==> src/rtl/core/sre_pkg.sv <==
// Shared types, constants and opcodes of the SimpleRISC instruction executor.
package sre_pkg;

  localparam int unsigned MemWordsDefault = 1024;
  localparam logic [31:0] SpReset = 32'd3000;

  // Request operations on the input stream.
  localparam logic [1:0] ReqWrite = 2'd0;
  localparam logic [1:0] ReqExec  = 2'd1;
  localparam logic [1:0] ReqRead  = 2'd2;
  localparam logic [1:0] ReqNone  = 2'd3;

  // Immediate modifiers; any other value sign-extends.
  localparam logic [1:0] ImmZeroExt  = 2'd1;
  localparam logic [1:0] ImmShift16  = 2'd2;

  // Instruction opcodes.
  localparam logic [4:0] OpcAdd  = 5'd0;
  localparam logic [4:0] OpcSub  = 5'd1;
  localparam logic [4:0] OpcMul  = 5'd2;
  localparam logic [4:0] OpcDiv  = 5'd3;
  localparam logic [4:0] OpcMod  = 5'd4;
  localparam logic [4:0] OpcCmp  = 5'd5;
  localparam logic [4:0] OpcAnd  = 5'd6;
  localparam logic [4:0] OpcOr   = 5'd7;
  localparam logic [4:0] OpcNot  = 5'd8;
  localparam logic [4:0] OpcMov  = 5'd9;
  localparam logic [4:0] OpcLsl  = 5'd10;
  localparam logic [4:0] OpcLsr  = 5'd11;
  localparam logic [4:0] OpcAsr  = 5'd12;
  localparam logic [4:0] OpcLd   = 5'd14;
  localparam logic [4:0] OpcSt   = 5'd15;
  localparam logic [4:0] OpcBeq  = 5'd16;
  localparam logic [4:0] OpcBgt  = 5'd17;
  localparam logic [4:0] OpcB    = 5'd18;
  localparam logic [4:0] OpcCall = 5'd19;
  localparam logic [4:0] OpcRet  = 5'd20;

  typedef enum logic [3:0] {
    ST_CLEAR, ST_IDLE, ST_RDWAIT, ST_FETCH, ST_DECODE, ST_EXEC,
    ST_DIVIDE, ST_MEMWAIT, ST_WRITEBACK, ST_OUTPUT
  } state_t;

  // Commands from the controller to the datapath.
  typedef struct packed {
    logic clear_step;   // write zero at the clearing address
    logic take_req;     // latch the request fields
    logic mem_write;    // write request data to memory
    logic mem_read;     // read at request index
    logic fetch;        // read at fetch address
    logic decode;       // latch instruction word and operands
    logic exec;         // compute the result
    logic div_start;    // start the divider
    logic div_step;     // one divider step
    logic ld_read;      // read at data address
    logic st_write;     // store rd at data address
    logic writeback;    // commit result, flags and fetch address
    logic halt;         // record a halt
    logic capture_read; // latch memory data as read value
    logic load_out;     // load the output register
  } sre_cmd_t;

  // Status from the datapath to the controller.
  typedef struct packed {
    logic       clear_done;
    logic [1:0] op;
    logic       stopped;
    logic       instr_zero;
    logic [4:0] opcode;
    logic       div_done;
  } sre_sts_t;

endpackage

==> src/rtl/core/sre_ctrl.sv <==
// Controller state machine of the SimpleRISC instruction executor.
module sre_ctrl (
  input  logic              clk,
  input  logic              rst_n,
  input  logic              in_tvalid,
  output logic              in_tready,
  output logic              out_tvalid,
  input  logic              out_tready,
  input  sre_pkg::sre_sts_t sts,
  output sre_pkg::sre_cmd_t cmd
);

  sre_pkg::state_t state_r, state_nxt;
  logic out_valid_r, out_valid_nxt;
  logic out_free;

  assign out_free   = !out_valid_r || out_tready;
  assign out_tvalid = out_valid_r;
  assign in_tready  = (state_r == sre_pkg::ST_IDLE);

  // State and output-valid registers.
  always_ff @(posedge clk) begin
    if (!rst_n) begin
      state_r     <= sre_pkg::ST_CLEAR;
      out_valid_r <= 1'b0;
    end else begin
      state_r     <= state_nxt;
      out_valid_r <= out_valid_nxt;
    end
  end

  // Next state and commands.
  always_comb begin
    state_nxt     = state_r;
    cmd           = '0;
    out_valid_nxt = out_valid_r && !out_tready;
    case (state_r)
      sre_pkg::ST_CLEAR: begin
        cmd.clear_step = 1'b1;
        if (sts.clear_done) state_nxt = sre_pkg::ST_IDLE;
      end
      sre_pkg::ST_IDLE: begin
        if (in_tvalid) begin
          cmd.take_req = 1'b1;
          state_nxt = sre_pkg::ST_RDWAIT;
        end
      end
      sre_pkg::ST_RDWAIT: begin
        // Request fields are latched; act on the operation.
        if (sts.op == sre_pkg::ReqWrite) begin
          cmd.mem_write = 1'b1;
          state_nxt = sre_pkg::ST_OUTPUT;
        end else if (sts.op == sre_pkg::ReqExec && !sts.stopped) begin
          cmd.fetch = 1'b1;
          state_nxt = sre_pkg::ST_FETCH;
        end else begin
          cmd.mem_read = 1'b1;
          state_nxt = sre_pkg::ST_MEMWAIT;
        end
      end
      sre_pkg::ST_FETCH: begin
        cmd.decode = 1'b1;
        state_nxt = sre_pkg::ST_DECODE;
      end
      sre_pkg::ST_DECODE: begin
        if (sts.instr_zero) begin
          cmd.halt = 1'b1;
          state_nxt = sre_pkg::ST_OUTPUT;
        end else if (sts.opcode inside {sre_pkg::OpcDiv, sre_pkg::OpcMod}) begin
          cmd.div_start = 1'b1;
          state_nxt = sre_pkg::ST_DIVIDE;
        end else if (sts.opcode == sre_pkg::OpcLd) begin
          cmd.ld_read = 1'b1;
          state_nxt = sre_pkg::ST_EXEC;
        end else if (sts.opcode == sre_pkg::OpcSt) begin
          cmd.st_write = 1'b1;
          state_nxt = sre_pkg::ST_EXEC;
        end else begin
          state_nxt = sre_pkg::ST_EXEC;
        end
      end
      sre_pkg::ST_DIVIDE: begin
        cmd.div_step = 1'b1;
        if (sts.div_done) state_nxt = sre_pkg::ST_EXEC;
      end
      sre_pkg::ST_EXEC: begin
        cmd.exec = 1'b1;
        state_nxt = sre_pkg::ST_WRITEBACK;
      end
      sre_pkg::ST_WRITEBACK: begin
        cmd.writeback = 1'b1;
        state_nxt = sre_pkg::ST_OUTPUT;
      end
      sre_pkg::ST_MEMWAIT: begin
        cmd.capture_read = 1'b1;
        state_nxt = sre_pkg::ST_OUTPUT;
      end
      sre_pkg::ST_OUTPUT: begin
        if (out_free) begin
          cmd.load_out = 1'b1;
          out_valid_nxt = 1'b1;
          state_nxt = sre_pkg::ST_IDLE;
        end
      end
      default: state_nxt = sre_pkg::ST_IDLE;
    endcase
  end

endmodule

==> config.mk <==
export PLATFORM = sky130hd
export DESIGN_NAME = sre_ctrl
export DESIGN_NICKNAME = d
export VERILOG_FILES = /design/src/rtl/core/sre_pkg.sv /design/src/rtl/core/sre_ctrl.sv
export SDC_FILE = /design/constraint.sdc
export NUM_CORES = 1
export LEC_CHECK = 0
export ABC_AREA = 1
export ABC_CLOCK_PERIOD_IN_PS = 1200
export BUFFER_PORTS_ARGS = -buffer_cell sky130_fd_sc_hd__buf_2
export CAP_MARGIN = 40
export CORE_MARGIN = 2
export CORE_UTILIZATION = 30
export CTS_CLUSTER_DIAMETER = 150
export CTS_CLUSTER_SIZE = 20
export DETAILED_ROUTE_END_ITERATION = 10
export PLACE_DENSITY = 0.63
export SLEW_MARGIN = 20
export SYNTH_ARGS = -nofsm -noshare
export SYNTH_HDL_FRONTEND = slang
export SYNTH_SLANG_ARGS = --single-unit
export TNS_END_PERCENT = 30
==> constraint.sdc <==
create_clock -name clk -period 1.2 [get_ports clk]
set_input_delay 0 -clock clk [delete_from_list [all_inputs] [get_ports clk]]
set_output_delay 0 -clock clk [all_outputs]
set_load 0.01 [all_outputs]
[Word-level counts from Yosys, hierarchy flattened]
Index checks and enable logic that the tools add are counted.
Cells by class
  eq/ne operators: 18
  mux-type cells: 37
  reduce and logical (&&, ||, !) cells: 11
Operator list (number)
  4-bit case mux with 9 select lines: 1
  4-bit 2-to-1 mux: 6
  1-bit 2-to-1 mux: 23
  4-bit by 3-bit == test with 1-bit output, second input constant: 4
  5-bit by 4-bit == test with 1-bit output, second input constant: 2
  2-bit 2-to-1 mux: 5
  4-bit by 2-bit == test with 1-bit output, second input constant: 2
  4-bit == test, second input constant: 2
  2-bit != test, second input constant: 4
  3-bit 2-to-1 mux: 2
  5-bit by 2-bit == test with 1-bit output, second input constant: 1
  5-bit by 3-bit == test with 1-bit output, second input constant: 1
  4-bit by 1-bit == test with 1-bit output, second input constant: 1
  4-bit zero test: 1
  4-bit AND reduction: 1
  1-bit zero test: 3
  2-bit by 1-bit == test with 1-bit output, second input constant: 1
  1-bit logical AND: 2
  2-bit zero test: 1
  2-bit nonzero test: 1
  2-bit OR reduction: 1
  1-bit logical OR: 1
Word-level totals
  bits in registers: 5
  input port bits: 15

[Depth between registers and ports, before layout]
Gate-level depths: netlist (run 1).
  depth in word-level cells: 6
  depth in mapped cells: 8

[Worst setup path before layout (run 1)]
OpenSTA, ideal clock, no wires.
  path kind: reg2reg
  start: register state_r[1]
  end: register state_r[2]
  arrival: 1.084 ns
  data required time: 1.130 ns
  setup slack: 0.046 ns
  cell stages (with the launch flop): 5
  buffers on the path: 0
  period minus slack after synthesis: 1.154 ns
  cell sequence: dfxtp_1 inv_2 nor3_1 nor3_1 a21oi_1
Between the ends
  cells in the longest elaborated chain, start to end: 3
Ends and longest elaborated chain
  from (decl): RTL line sre_ctrl.sv:13  | sre_pkg::state_t state_r, state_nxt;
  from (signal assigned): RTL line sre_ctrl.sv:24  | state_r <= sre_pkg::ST_CLEAR;
  from (signal assigned): RTL line sre_ctrl.sv:27  | state_r <= state_nxt;
  4-bit by 3-bit == test with 1-bit output, or another cell as far along: RTL line sre_ctrl.sv:37  | case (state_r)
  2-bit OR reduction (no line) / 2-bit != test (equally long branches)
  4-bit case mux with 9 select lines / 4-bit AND reduction (equally long branches)
Parallel ways exist; a longest one is shown, timed or not.
A chain may end at the register's enable or synchronous reset.

==> results.sh, run 1 <==
export IMPL_outcome="complete, but fails checks"
export IMPL_violations="setup timing"
export IMPL_yosysTopAreaCell="dfxtp_1"
export IMPL_drc=0
export IMPL_final_area_um2=957
export IMPL_antenna_left=0
export IMPL_slew_headroom=0.851
export IMPL_initial_core_util=0.310
export IMPL_start_kind="flop"
export IMPL_hp_start="out_tready"
export IMPL_ys_types=18
export IMPL_dr_first_iter_drc_count=12
export IMPL_cts_made_buffers=3
export IMPL_antennaDiodeCount=0
export IMPL_cp_max_fo=4
export IMPL_cts_sinks=5
export IMPL_worstMarginPinSlew_ps=222
export IMPL_fin_crit_ps=1320
export IMPL_worst_r2r_path_depth=8
export IMPL_hp_class="primary input to flop"
export IMPL_clock_latency_ps=260
export IMPL_holdPathStages=4
export IMPL_die_area_mm2=0.00210
export IMPL_antenna_found_initial=0
export IMPL_cts_tree="built"
export IMPL_grt_overflow_total=0
export IMPL_worst_setup_path_end_kind="output port"
export IMPL_cp_arrival_ps=1320
export IMPL_clock_path_buffers=2
export IMPL_synth_seq_area_share=0.191
export IMPL_p_per_area_mw_per_mm2=1220
export IMPL_nets=165
export IMPL_vias=787
export IMPL_port_buffers=31
export IMPL_layout_drive_gt1_share=0.550
export IMPL_die_x_um=45.8
export IMPL_r2r_setup_slack_ps=-30
export IMPL_gr_usage_all_layers=0.189
export IMPL_grt_max_degree=8
export IMPL_setup_slack_ps=-119
export IMPL_leakage_nw=0.570
export IMPL_dr_pass1_iters=4
export IMPL_synth_warnings=0
export IMPL_syn_cell_area_um2=524
export IMPL_drv_cap=0
export IMPL_r2r_end="state_r[1]$_SDFFE_PN0P_"
export IMPL_syn_to_final_growth_pct=82.6
export IMPL_synthTopCellsByArea="dfxtp_1 (19%), inv_1 (16%), nand2_1 (12%)"
export IMPL_grt_pass1_vias=725
export IMPL_grt_pass1_wl_mm=2.95
export IMPL_crit_required_ps=1200
export IMPL_synth_cells=95
export IMPL_peakVddDrop_mv=0.491
export IMPL_synth_nets=110
export IMPL_r2r_start="state_r[1]$_SDFFE_PN0P_"
export IMPL_cts_root_buffer="clkbuf_4"
export IMPL_rsz0062_at_grt="true"
export IMPL_routabilityCongestion=0.880
export IMPL_hpwlAfterDp_mm=1.30
export IMPL_setup_worst_path_start="state_r[2]$_SDFFE_PN0P_"
export IMPL_clkTransAtPathRegs_ps=50
export IMPL_synth_top_area_frac=0.191
export IMPL_coreArea_mm2=0.00169
export IMPL_max_freq_ghz=0.758
export IMPL_wl_per_cell_um=10.4
export IMPL_h_tree_depth=1
export IMPL_ios=32
export IMPL_min_to="out_tvalid$_SDFF_PN0_"
export IMPL_p_total_w=0.00117
export IMPL_fin_worst_skew_ps=12.1
export IMPL_finalSetupViolCount=10
export IMPL_rows=15
export IMPL_holdWs_ps=34.0
export IMPL_die_height_um=45.8
export IMPL_finalHoldViolCount=0
export IMPL_critPathKind="flop to output port"
export IMPL_pre_cts_slack_ps=-9.17
export IMPL_ys_ff_latch=5
export IMPL_synth_area_per_cell_um2=5.52
export IMPL_wl_mm=1.73
export IMPL_drt_vias_per_instance=4.74
export IMPL_place_area_um2=761
export IMPL_post_route_period_util=1.10
export IMPL_maxSlewViolCount=0
metal layers:
metal,track usage,vias up,share of wire
met5,0,-,0
met4,0.0629,0,0.027
met3,0.0198,7,0.052
met2,0.349,26,0.52
met1,0.223,345,0.40
li1,-,409,-
per-stage QoR:
stage / setup TNS [ps] / util / instances
2_1_floorplan: 0 / - / 95
3_3_place_gp: -5.72 / 0.450 / 151
3_5_place_dp: -9.17 / 0.450 / 151
4_1_cts: -655 / 0.547 / 165
5_1_grt: -1620 / 0.567 / 166
6_report: -531 / 0.567 / 166
cell usage after synthesis:
cell type,instances
nor4_2,1
nor4_1,1
a21oi_1,2
o21ai_0,1
nor2_4,3
dfxtp_1,5
inv_2,3
nor3_1,6
nand3_1,9
nand3b_1,2
nand4_1,2
a31oi_1,1
nor2_2,2
nor2_1,15
a21oi_2,1
nand2_1,17
nand2_2,2
inv_1,22
critical path: stages, from the launching register on:
cell and delay, ps:
dfxtp_4 370, inv_2 50, nor2_4 90, nand2_1 70
nor2_2 130, buf_4 140, nand2_2 50, inv_1 40
buf_2 120
final cells by class:
| class | instances | area (um^2) |
|---|---|---|
| Clock buffer | 4 | 26.3 |
| Tap cell | 17 | 21.3 |
| Multi-Input combinational cell | 65 | 384 |
| Timing Repair Buffer | 50 | 314 |
| Inverter | 25 | 98.8 |
| Sequential cell | 5 | 113 |
| Fill cell | 159 | 732 |
state kept, by name (all words and copies together) (netlist names):
register / flops
out_tvalid: 1
state_r: 4
worst max path at each step:
stage / end / slack (ps) / depth (start not counted)
6_report: cmd[7] / -120 / 8
5_1_grt: cmd[7] / -180 / 8
4_1_cts: cmd[5] / -130 / 7
3_5_place_dp: state_r[1]$_SDFFE_PN0P_ / -9 / 8
3_3_place_gp: state_r[1]$_SDFFE_PN0P_ / -6 / 8
2_1_floorplan: state_r[2]$_SDFFE_PN0P_ / 50 / 4
where the power goes:
part	total, W	switching, W	leakage [nW]	internal (W)
Combinational	0.000709	0.000370	0.512	0.000339
Sequential	0.000250	0.0000483	0.0433	0.000202
Clock	0.000208	0.0000811	0.0150	0.000126
cell usage in the layout, fill, tap and decap left out:
cell type       n
buf_4          16
nor4_2          2
nand3b_1        2
buf_2          30
dfxtp_2         1
inv_2           5
a21oi_1         2
dlygate4sd3_1   1
nand2_1        15
o21ai_0         1
dfxtp_4         3
nand2_2         3
nor2_1         10
buf_6           3
nor3_2          3
a31oi_1         1
a21oi_2         1
nand4_1         2
nand3_1         9
nor3_1          3
clkbuf_4        3
inv_6           1
inv_1          19
clkbuf_1        1
nor2_2          5
nor2_4          5
nand2_4         1
dfxtp_1         1
cell families (layout without fill, tap and decap cells):
kind of cell / after synthesis / in the layout / share of synthesized area
buf+inv: 25 / 79 / 0.179
simple gates: 60 / 60 / 0.573
flops: 5 / 5 / 0.191
compound gates: 5 / 5 / 0.0573
timing repair:
item,CTS,global route
hold buffers,1,0
gates resized for setup,21,8
pin swaps,7,2
endpoints found under the setup margin,15,19
buffers inserted,10,1
hold endpoints to repair,1,0
Note: power is estimated with default switching activity, not from simulation.
==> run 2, diff against run 1 <==
--- a/config.mk
+++ b/config.mk
@@ -5,7 +5,6 @@
 export SDC_FILE = /design/constraint.sdc
 export NUM_CORES = 1
 export LEC_CHECK = 0
-export ABC_AREA = 1
 export ABC_CLOCK_PERIOD_IN_PS = 1200
 export BUFFER_PORTS_ARGS = -buffer_cell sky130_fd_sc_hd__buf_2
 export CAP_MARGIN = 40
==> results.sh, run 2 <==
export IMPL_critical_path_top_delay_family="simple AND/OR/NAND/NOR gates"
export IMPL_ys_ff_latch=5
export IMPL_wl_mm=1.78
export IMPL_drc=0
export IMPL_ff_latch_area_um2=115
export IMPL_synth_warnings=0
export IMPL_synth_mux_area_frac=0.0210
export IMPL_cts_root_buffer="clkbuf_4"
export IMPL_synth_xor_area_frac=0
export IMPL_rows=15
export IMPL_place_area_um2=778
export IMPL_dr_pass1_iters=4
export IMPL_fill_cells=173
export IMPL_async_reset_ff_frac=0
export IMPL_maxSlewViolCount=0
export IMPL_critPathBufInv=2
export IMPL_nets=142
export IMPL_drt_vias_per_instance=4.84
export IMPL_synth_simple_area_share=0.500
export IMPL_synth_nets=94
export IMPL_cts_made_buffers=3
export IMPL_finalHoldViolCount=0
export IMPL_fin_tns_setup_ps=-380
export IMPL_holdWs_ps=29.0
export IMPL_final_cells=151
export IMPL_grt_pass1_wl_mm=2.50
export IMPL_syn_cell_area_um2=536
export IMPL_cp_max_fo=5
export IMPL_layout_commonest_cell="buf_2"
export IMPL_clock_latency_ps=240
export IMPL_final_core_util=0.563
export IMPL_gr_usage_all_layers=0.164
export IMPL_peakVddDrop_mv=0.491
export IMPL_synth_compound_area_frac=0.215
export IMPL_coreArea_mm2=0.00171
export IMPL_h_tree_depth=1
export IMPL_cp_arrival_ps=1260
export IMPL_post_route_period_util=1.05
export IMPL_cts_tree="built"
export IMPL_synth_top_area_frac=0.187
export IMPL_worst_path_largest_cell_delay_ps=370
export IMPL_grt_pass1_vias=609
export IMPL_vias=731
export IMPL_antenna_found_initial=0
export IMPL_crit_chain="and2b_2 -> buf_6 -> and3_1 -> buf_2"
export IMPL_grt_max_degree=9
export IMPL_multi_input_area_um2=489
export IMPL_worstMarginPinSlew_ps=299
export IMPL_leakage_nw=0.459
export IMPL_netlist_top_cells_count="nor2_1 (16), nor3_1 (7), a21oi_1 (6)"
export IMPL_initial_core_util=0.314
export IMPL_placed_cells=142
export IMPL_fin_crit_ps=1260
export IMPL_grt_overflow_total=0
export IMPL_outcome="complete, but fails checks"
export IMPL_violations="setup timing"
export IMPL_critPathKind="flop to output port"
export IMPL_wl_per_cell_um=11.8
export IMPL_crit_required_ps=1200
export IMPL_clkTransAtPathRegs_ps=40
export IMPL_die_area_mm2=0.00214
export IMPL_slew_headroom=0.801
export IMPL_setup_slack_ps=-57.0
export IMPL_worst_setup_path_end_kind="output port"
export IMPL_synthAdderAreaFrac=0
export IMPL_crit_slowest_cell="dfxtp_4"
export IMPL_clock_path_buffers=2
export IMPL_antenna_left=0
export IMPL_rsz0062_at_grt="true"
export IMPL_max_freq_ghz=0.796
export IMPL_hp_class="primary input to flop"
export IMPL_finalSetupViolCount=11
export IMPL_syn_to_final_growth_pct=79.7
export IMPL_synthFlopType="dfxtp_1"
export IMPL_antennaDiodeCount=0
export IMPL_die_x_um=46.3
export IMPL_start_kind="flop"
export IMPL_layout_drive_gt1_share=0.611
export IMPL_final_area_um2=962
export IMPL_yosysTopAreaCell="dfxtp_1"
export IMPL_dr_first_iter_drc_count=5
export IMPL_hpwlAfterDp_mm=1.19
export IMPL_largest_register_ffs=4
export IMPL_ys_types=32
export IMPL_fin_worst_skew_ps=1.97
export IMPL_yosysMostFrequentCell="nor2_1"
export IMPL_p_per_area_mw_per_mm2=570
export IMPL_die_height_um=46.3
export IMPL_synthTopCellsByArea="dfxtp_1 (19%), nor2_1 (11%), nor3_1 (6.5%)"
export IMPL_top_register="state_r"
export IMPL_synth_seq_area_share=0.187
export IMPL_port_buffers=31
export IMPL_synth_top_family_by_area="simple AND/OR/NAND/NOR gates"
export IMPL_drv_cap=0
export IMPL_synth_area_per_cell_um2=6.78
export IMPL_routabilityCongestion=0.801
export IMPL_final_cell_mix="buf_2 (30), buf_4 (16), nor2_1 (14), a21oi_1 (5)"
export IMPL_ios=32
export IMPL_synth_edf_count=0
export IMPL_cts_sinks=5
export IMPL_synth_cells=79
-- run 2: changes by cell type after synthesis, moves of 3 or more --
cell      change
nor2b_1       +5
nand2_1      -15
nand2b_1      +5
inv_1        -21
nand3_1       -6
nor2_4        -3
buf_2         +3
a21oi_1       +4
-- run 2: layout make-up --
class | instances | share of cell area
sequential | 5 | 0.120
clock buffer | 4 | 0.0273
timing repair buffer | 48 | 0.304
tap | 25 | 0.0325
multi-input combinational | 67 | 0.508
inverter | 2 | 0.00780
-- run 2: cells by family (layout without fill, tap and decap cells) --
logic type / after synthesis / after routing
AOI/OAI and AO/OA: 17 / 17
and+or+nand+nor: 49 / 49
buffers and inverters: 7 / 54
muxes: 1 / 1
DFF: 5 / 5
-- run 2: per-stage QoR --
step	setup WS, ps	total power [W]
floorplan	72.5	0.000255
detailed placement	-26.4	0.000322
global placement	-2.46	0.000321
CTS	-101	0.000538
global route	-133	0.000584
finish	-57.0	0.000548
-- run 2: report_power, final --
group          total, W  internal, W  switching (W)
logic          0.000176    0.0000896      0.0000869
clock network  0.000197     0.000126      0.0000715
registers      0.000174     0.000166     0.00000857
-- run 2: worst reg2reg max path: stages, from the launching register on --
cell and delay [ps]:
dfxtp_4 370, and2b_2 240, buf_4 140, nand3_1 80, o22ai_2 80, a32o_1 240
-- run 2: final timing paths --
kind / slack, ps / endpoint / depth (start not counted) / start
min: 30 / state_r[3]$_SDFFE_PN0P_ / 2 / rst_n
max: -60 / cmd[2] / 4 / state_r[0]$_SDFFE_PN0P_
max reg2reg: -50 / state_r[1]$_SDFFE_PN0P_ / 5 / state_r[0]$_SDFFE_PN0P_
min reg2reg: 610 / state_r[3]$_SDFFE_PN0P_ / 2 / state_r[3]$_SDFFE_PN0P_
-- run 2: what timing repair did --
item                                    CTS  global route
gates resized for setup                  15            15
endpoints found under the setup margin   18            16
hold endpoints to repair                  0             0
pin swaps                                 4             3
setup buffers                             3             2
hold buffers                              0             0
-- run 2: routing by layer --
metal | share of wire | GRT usage | wire (um) | up-vias
met5 | 0 | 0 | 0 | -
met4 | 0.0096 | 0.0686 | 17 | 0
met3 | 0.042 | 0.0235 | 74 | 4
met2 | 0.49 | 0.269 | 866 | 28
met1 | 0.46 | 0.211 | 817 | 326
li1 | - | - | - | 373
==> run 3, diff against run 2 <==
--- a/config.mk
+++ b/config.mk
@@ -14,6 +14,7 @@
 export CTS_CLUSTER_SIZE = 20
 export DETAILED_ROUTE_END_ITERATION = 10
 export PLACE_DENSITY = 0.63
+export SKIP_LAST_GASP = 1
 export SLEW_MARGIN = 20
 export SYNTH_ARGS = -nofsm -noshare
 export SYNTH_HDL_FRONTEND = slang
==> results.sh, run 3 (same netlist as run 2, synthesis figures left out) <==
export IMPL_drc=0
export IMPL_violations="setup timing"
export IMPL_largest_register_ffs=4
export IMPL_gr_usage_all_layers=0.161
export IMPL_rsz0062_at_grt="true"
export IMPL_post_route_period_util=1.06
export IMPL_nets=141
export IMPL_fin_tns_setup_ps=-462
export IMPL_maxSlewViolCount=0
export IMPL_antennaDiodeCount=0
export IMPL_cts_made_buffers=3
export IMPL_hp_start="rst_n"
export IMPL_rows=15
export IMPL_die_x_um=46.3
export IMPL_antenna_left=0
export IMPL_ff_latch_area_um2=113
export IMPL_worstMarginPinSlew_ps=300
export IMPL_worst_path_largest_cell_delay_ps=360
export IMPL_fill_cells=178
export IMPL_h_tree_depth=1
export IMPL_cts_root_buffer="clkbuf_4"
export IMPL_top_register="state_r"
export IMPL_fin_worst_skew_ps=3.28
export IMPL_ios=32
export IMPL_port_buffers=31
export IMPL_die_height_um=46.3
export IMPL_wl_mm=1.70
export IMPL_grt_overflow_total=0
export IMPL_vias=716
export IMPL_cts_tree="built"
export IMPL_syn_to_final_growth_pct=65.7
export IMPL_finalHoldViolCount=0
export IMPL_crit_slowest_cell="dfxtp_4"
export IMPL_critPathKind="flop to flop"
export IMPL_clock_path_buffers=2
export IMPL_drt_vias_per_instance=4.77
export IMPL_setup_slack_ps=-67.7
export IMPL_crit_path_frequent_cell="buf_4"
export IMPL_leakage_nw=0.440
export IMPL_peakVddDrop_mv=0.525
export IMPL_clock_latency_ps=240
export IMPL_clkTransAtPathRegs_ps=40
export IMPL_cp_max_fo=7
export IMPL_wl_per_cell_um=11.3
export IMPL_drv_cap=0
export IMPL_dr_pass1_iters=4
export IMPL_hp_class="primary input to flop"
export IMPL_coreArea_mm2=0.00171
export IMPL_cts_sinks=5
export IMPL_critPathBufInv=2
export IMPL_p_per_area_mw_per_mm2=603
export IMPL_layout_commonest_cell="buf_2"
export IMPL_start_kind="flop"
export IMPL_setup_worst_path_start="state_r[2]$_SDFFE_PN0P_"
export IMPL_outcome="complete, but fails checks"
export IMPL_die_area_mm2=0.00214
export IMPL_finalSetupViolCount=11
export IMPL_dr_first_iter_drc_count=9
export IMPL_multi_input_area_um2=430
export IMPL_slew_headroom=0.799
export IMPL_critical_path_top_delay_family="flip-flops"
export IMPL_layout_drive_gt1_share=0.528
export IMPL_routabilityCongestion=0.801
export IMPL_worst_setup_path_end_kind="flop"
export IMPL_grt_max_degree=9
export IMPL_grt_pass1_wl_mm=2.45
export IMPL_cp_arrival_ps=1400
export IMPL_r2r_start="state_r[2]$_SDFFE_PN0P_"
export IMPL_grt_pass1_vias=601
export IMPL_hpwlAfterDp_mm=1.19
export IMPL_crit_required_ps=1330
export IMPL_final_cell_mix="buf_2 (31), nor2_1 (15), buf_4 (15), a21oi_1 (6)"
export IMPL_pre_cts_slack_ps=-26.4
export IMPL_initial_core_util=0.314
export IMPL_fin_crit_ps=1270
export IMPL_antenna_found_initial=0
export IMPL_crit_chain="buf_4 -> buf_4 -> nor3_1 -> o21ai_0 -> a32o_1"
export IMPL_max_freq_ghz=0.789
## run 3: area by class of cell
class / count / area share
repair buffers: 47 / 0.315
well taps: 25 / 0.0353
clock buffers: 4 / 0.0296
inverters: 2 / 0.00846
flip-flops and latches: 5 / 0.127
multi-input cells: 67 / 0.485
## run 3: power by group
| group | switching (W) | leakage, nW | total, W | internal (W) |
|---|---|---|---|---|
| registers | 0.00000785 | 0.0433 | 0.000176 | 0.000168 |
| clock network | 0.0000700 | 0.0150 | 0.000196 | 0.000126 |
| logic | 0.0000804 | 0.382 | 0.000164 | 0.0000833 |
## run 3: worst reg2reg max path, cell delays in order (launching register included)
cell,delay [ps]
dfxtp_4,360
buf_4,150
buf_4,130
nor3_1,150
o21ai_0,130
a32o_1,230
## run 3: per-layer routing
layer	GRT usage	wire, um
met2	0.261	802
met3	0.0235	92
met5	0	0
met1	0.209	804
met4	0.0686	0
## run 3: final timing paths
path	depth (start not counted)	slack, ps	endpoint
min reg2reg	2	600	state_r[3]$_SDFFE_PN0P_
max reg2reg	5	-70	state_r[1]$_SDFFE_PN0P_
min	2	30	state_r[3]$_SDFFE_PN0P_
max	5	-70	state_r[1]$_SDFFE_PN0P_
## run 3: metrics by stage
step                cell area [um^2]  instances   util  power [W]  hold slack, ps
global route                     887        150  0.519   0.000572            34.7
CTS                              865        149  0.506   0.000535            22.9
global placement                 778        142  0.456   0.000321             260
floorplan                        536         79      -   0.000255            34.1
finish                           887        150  0.519   0.000535            32.5
detailed placement               778        142  0.456   0.000322             262
## run 3: what timing repair did
item | in CTS | in global routing
gates cloned | 0 | 0
endpoints found under the hold margin | 0 | 0
pin swaps | 2 | 1
resized for setup | 11 | 4
buffers inserted | 3 | 1
hold buffers | 0 | 0
setup endpoints to repair | 18 | 16
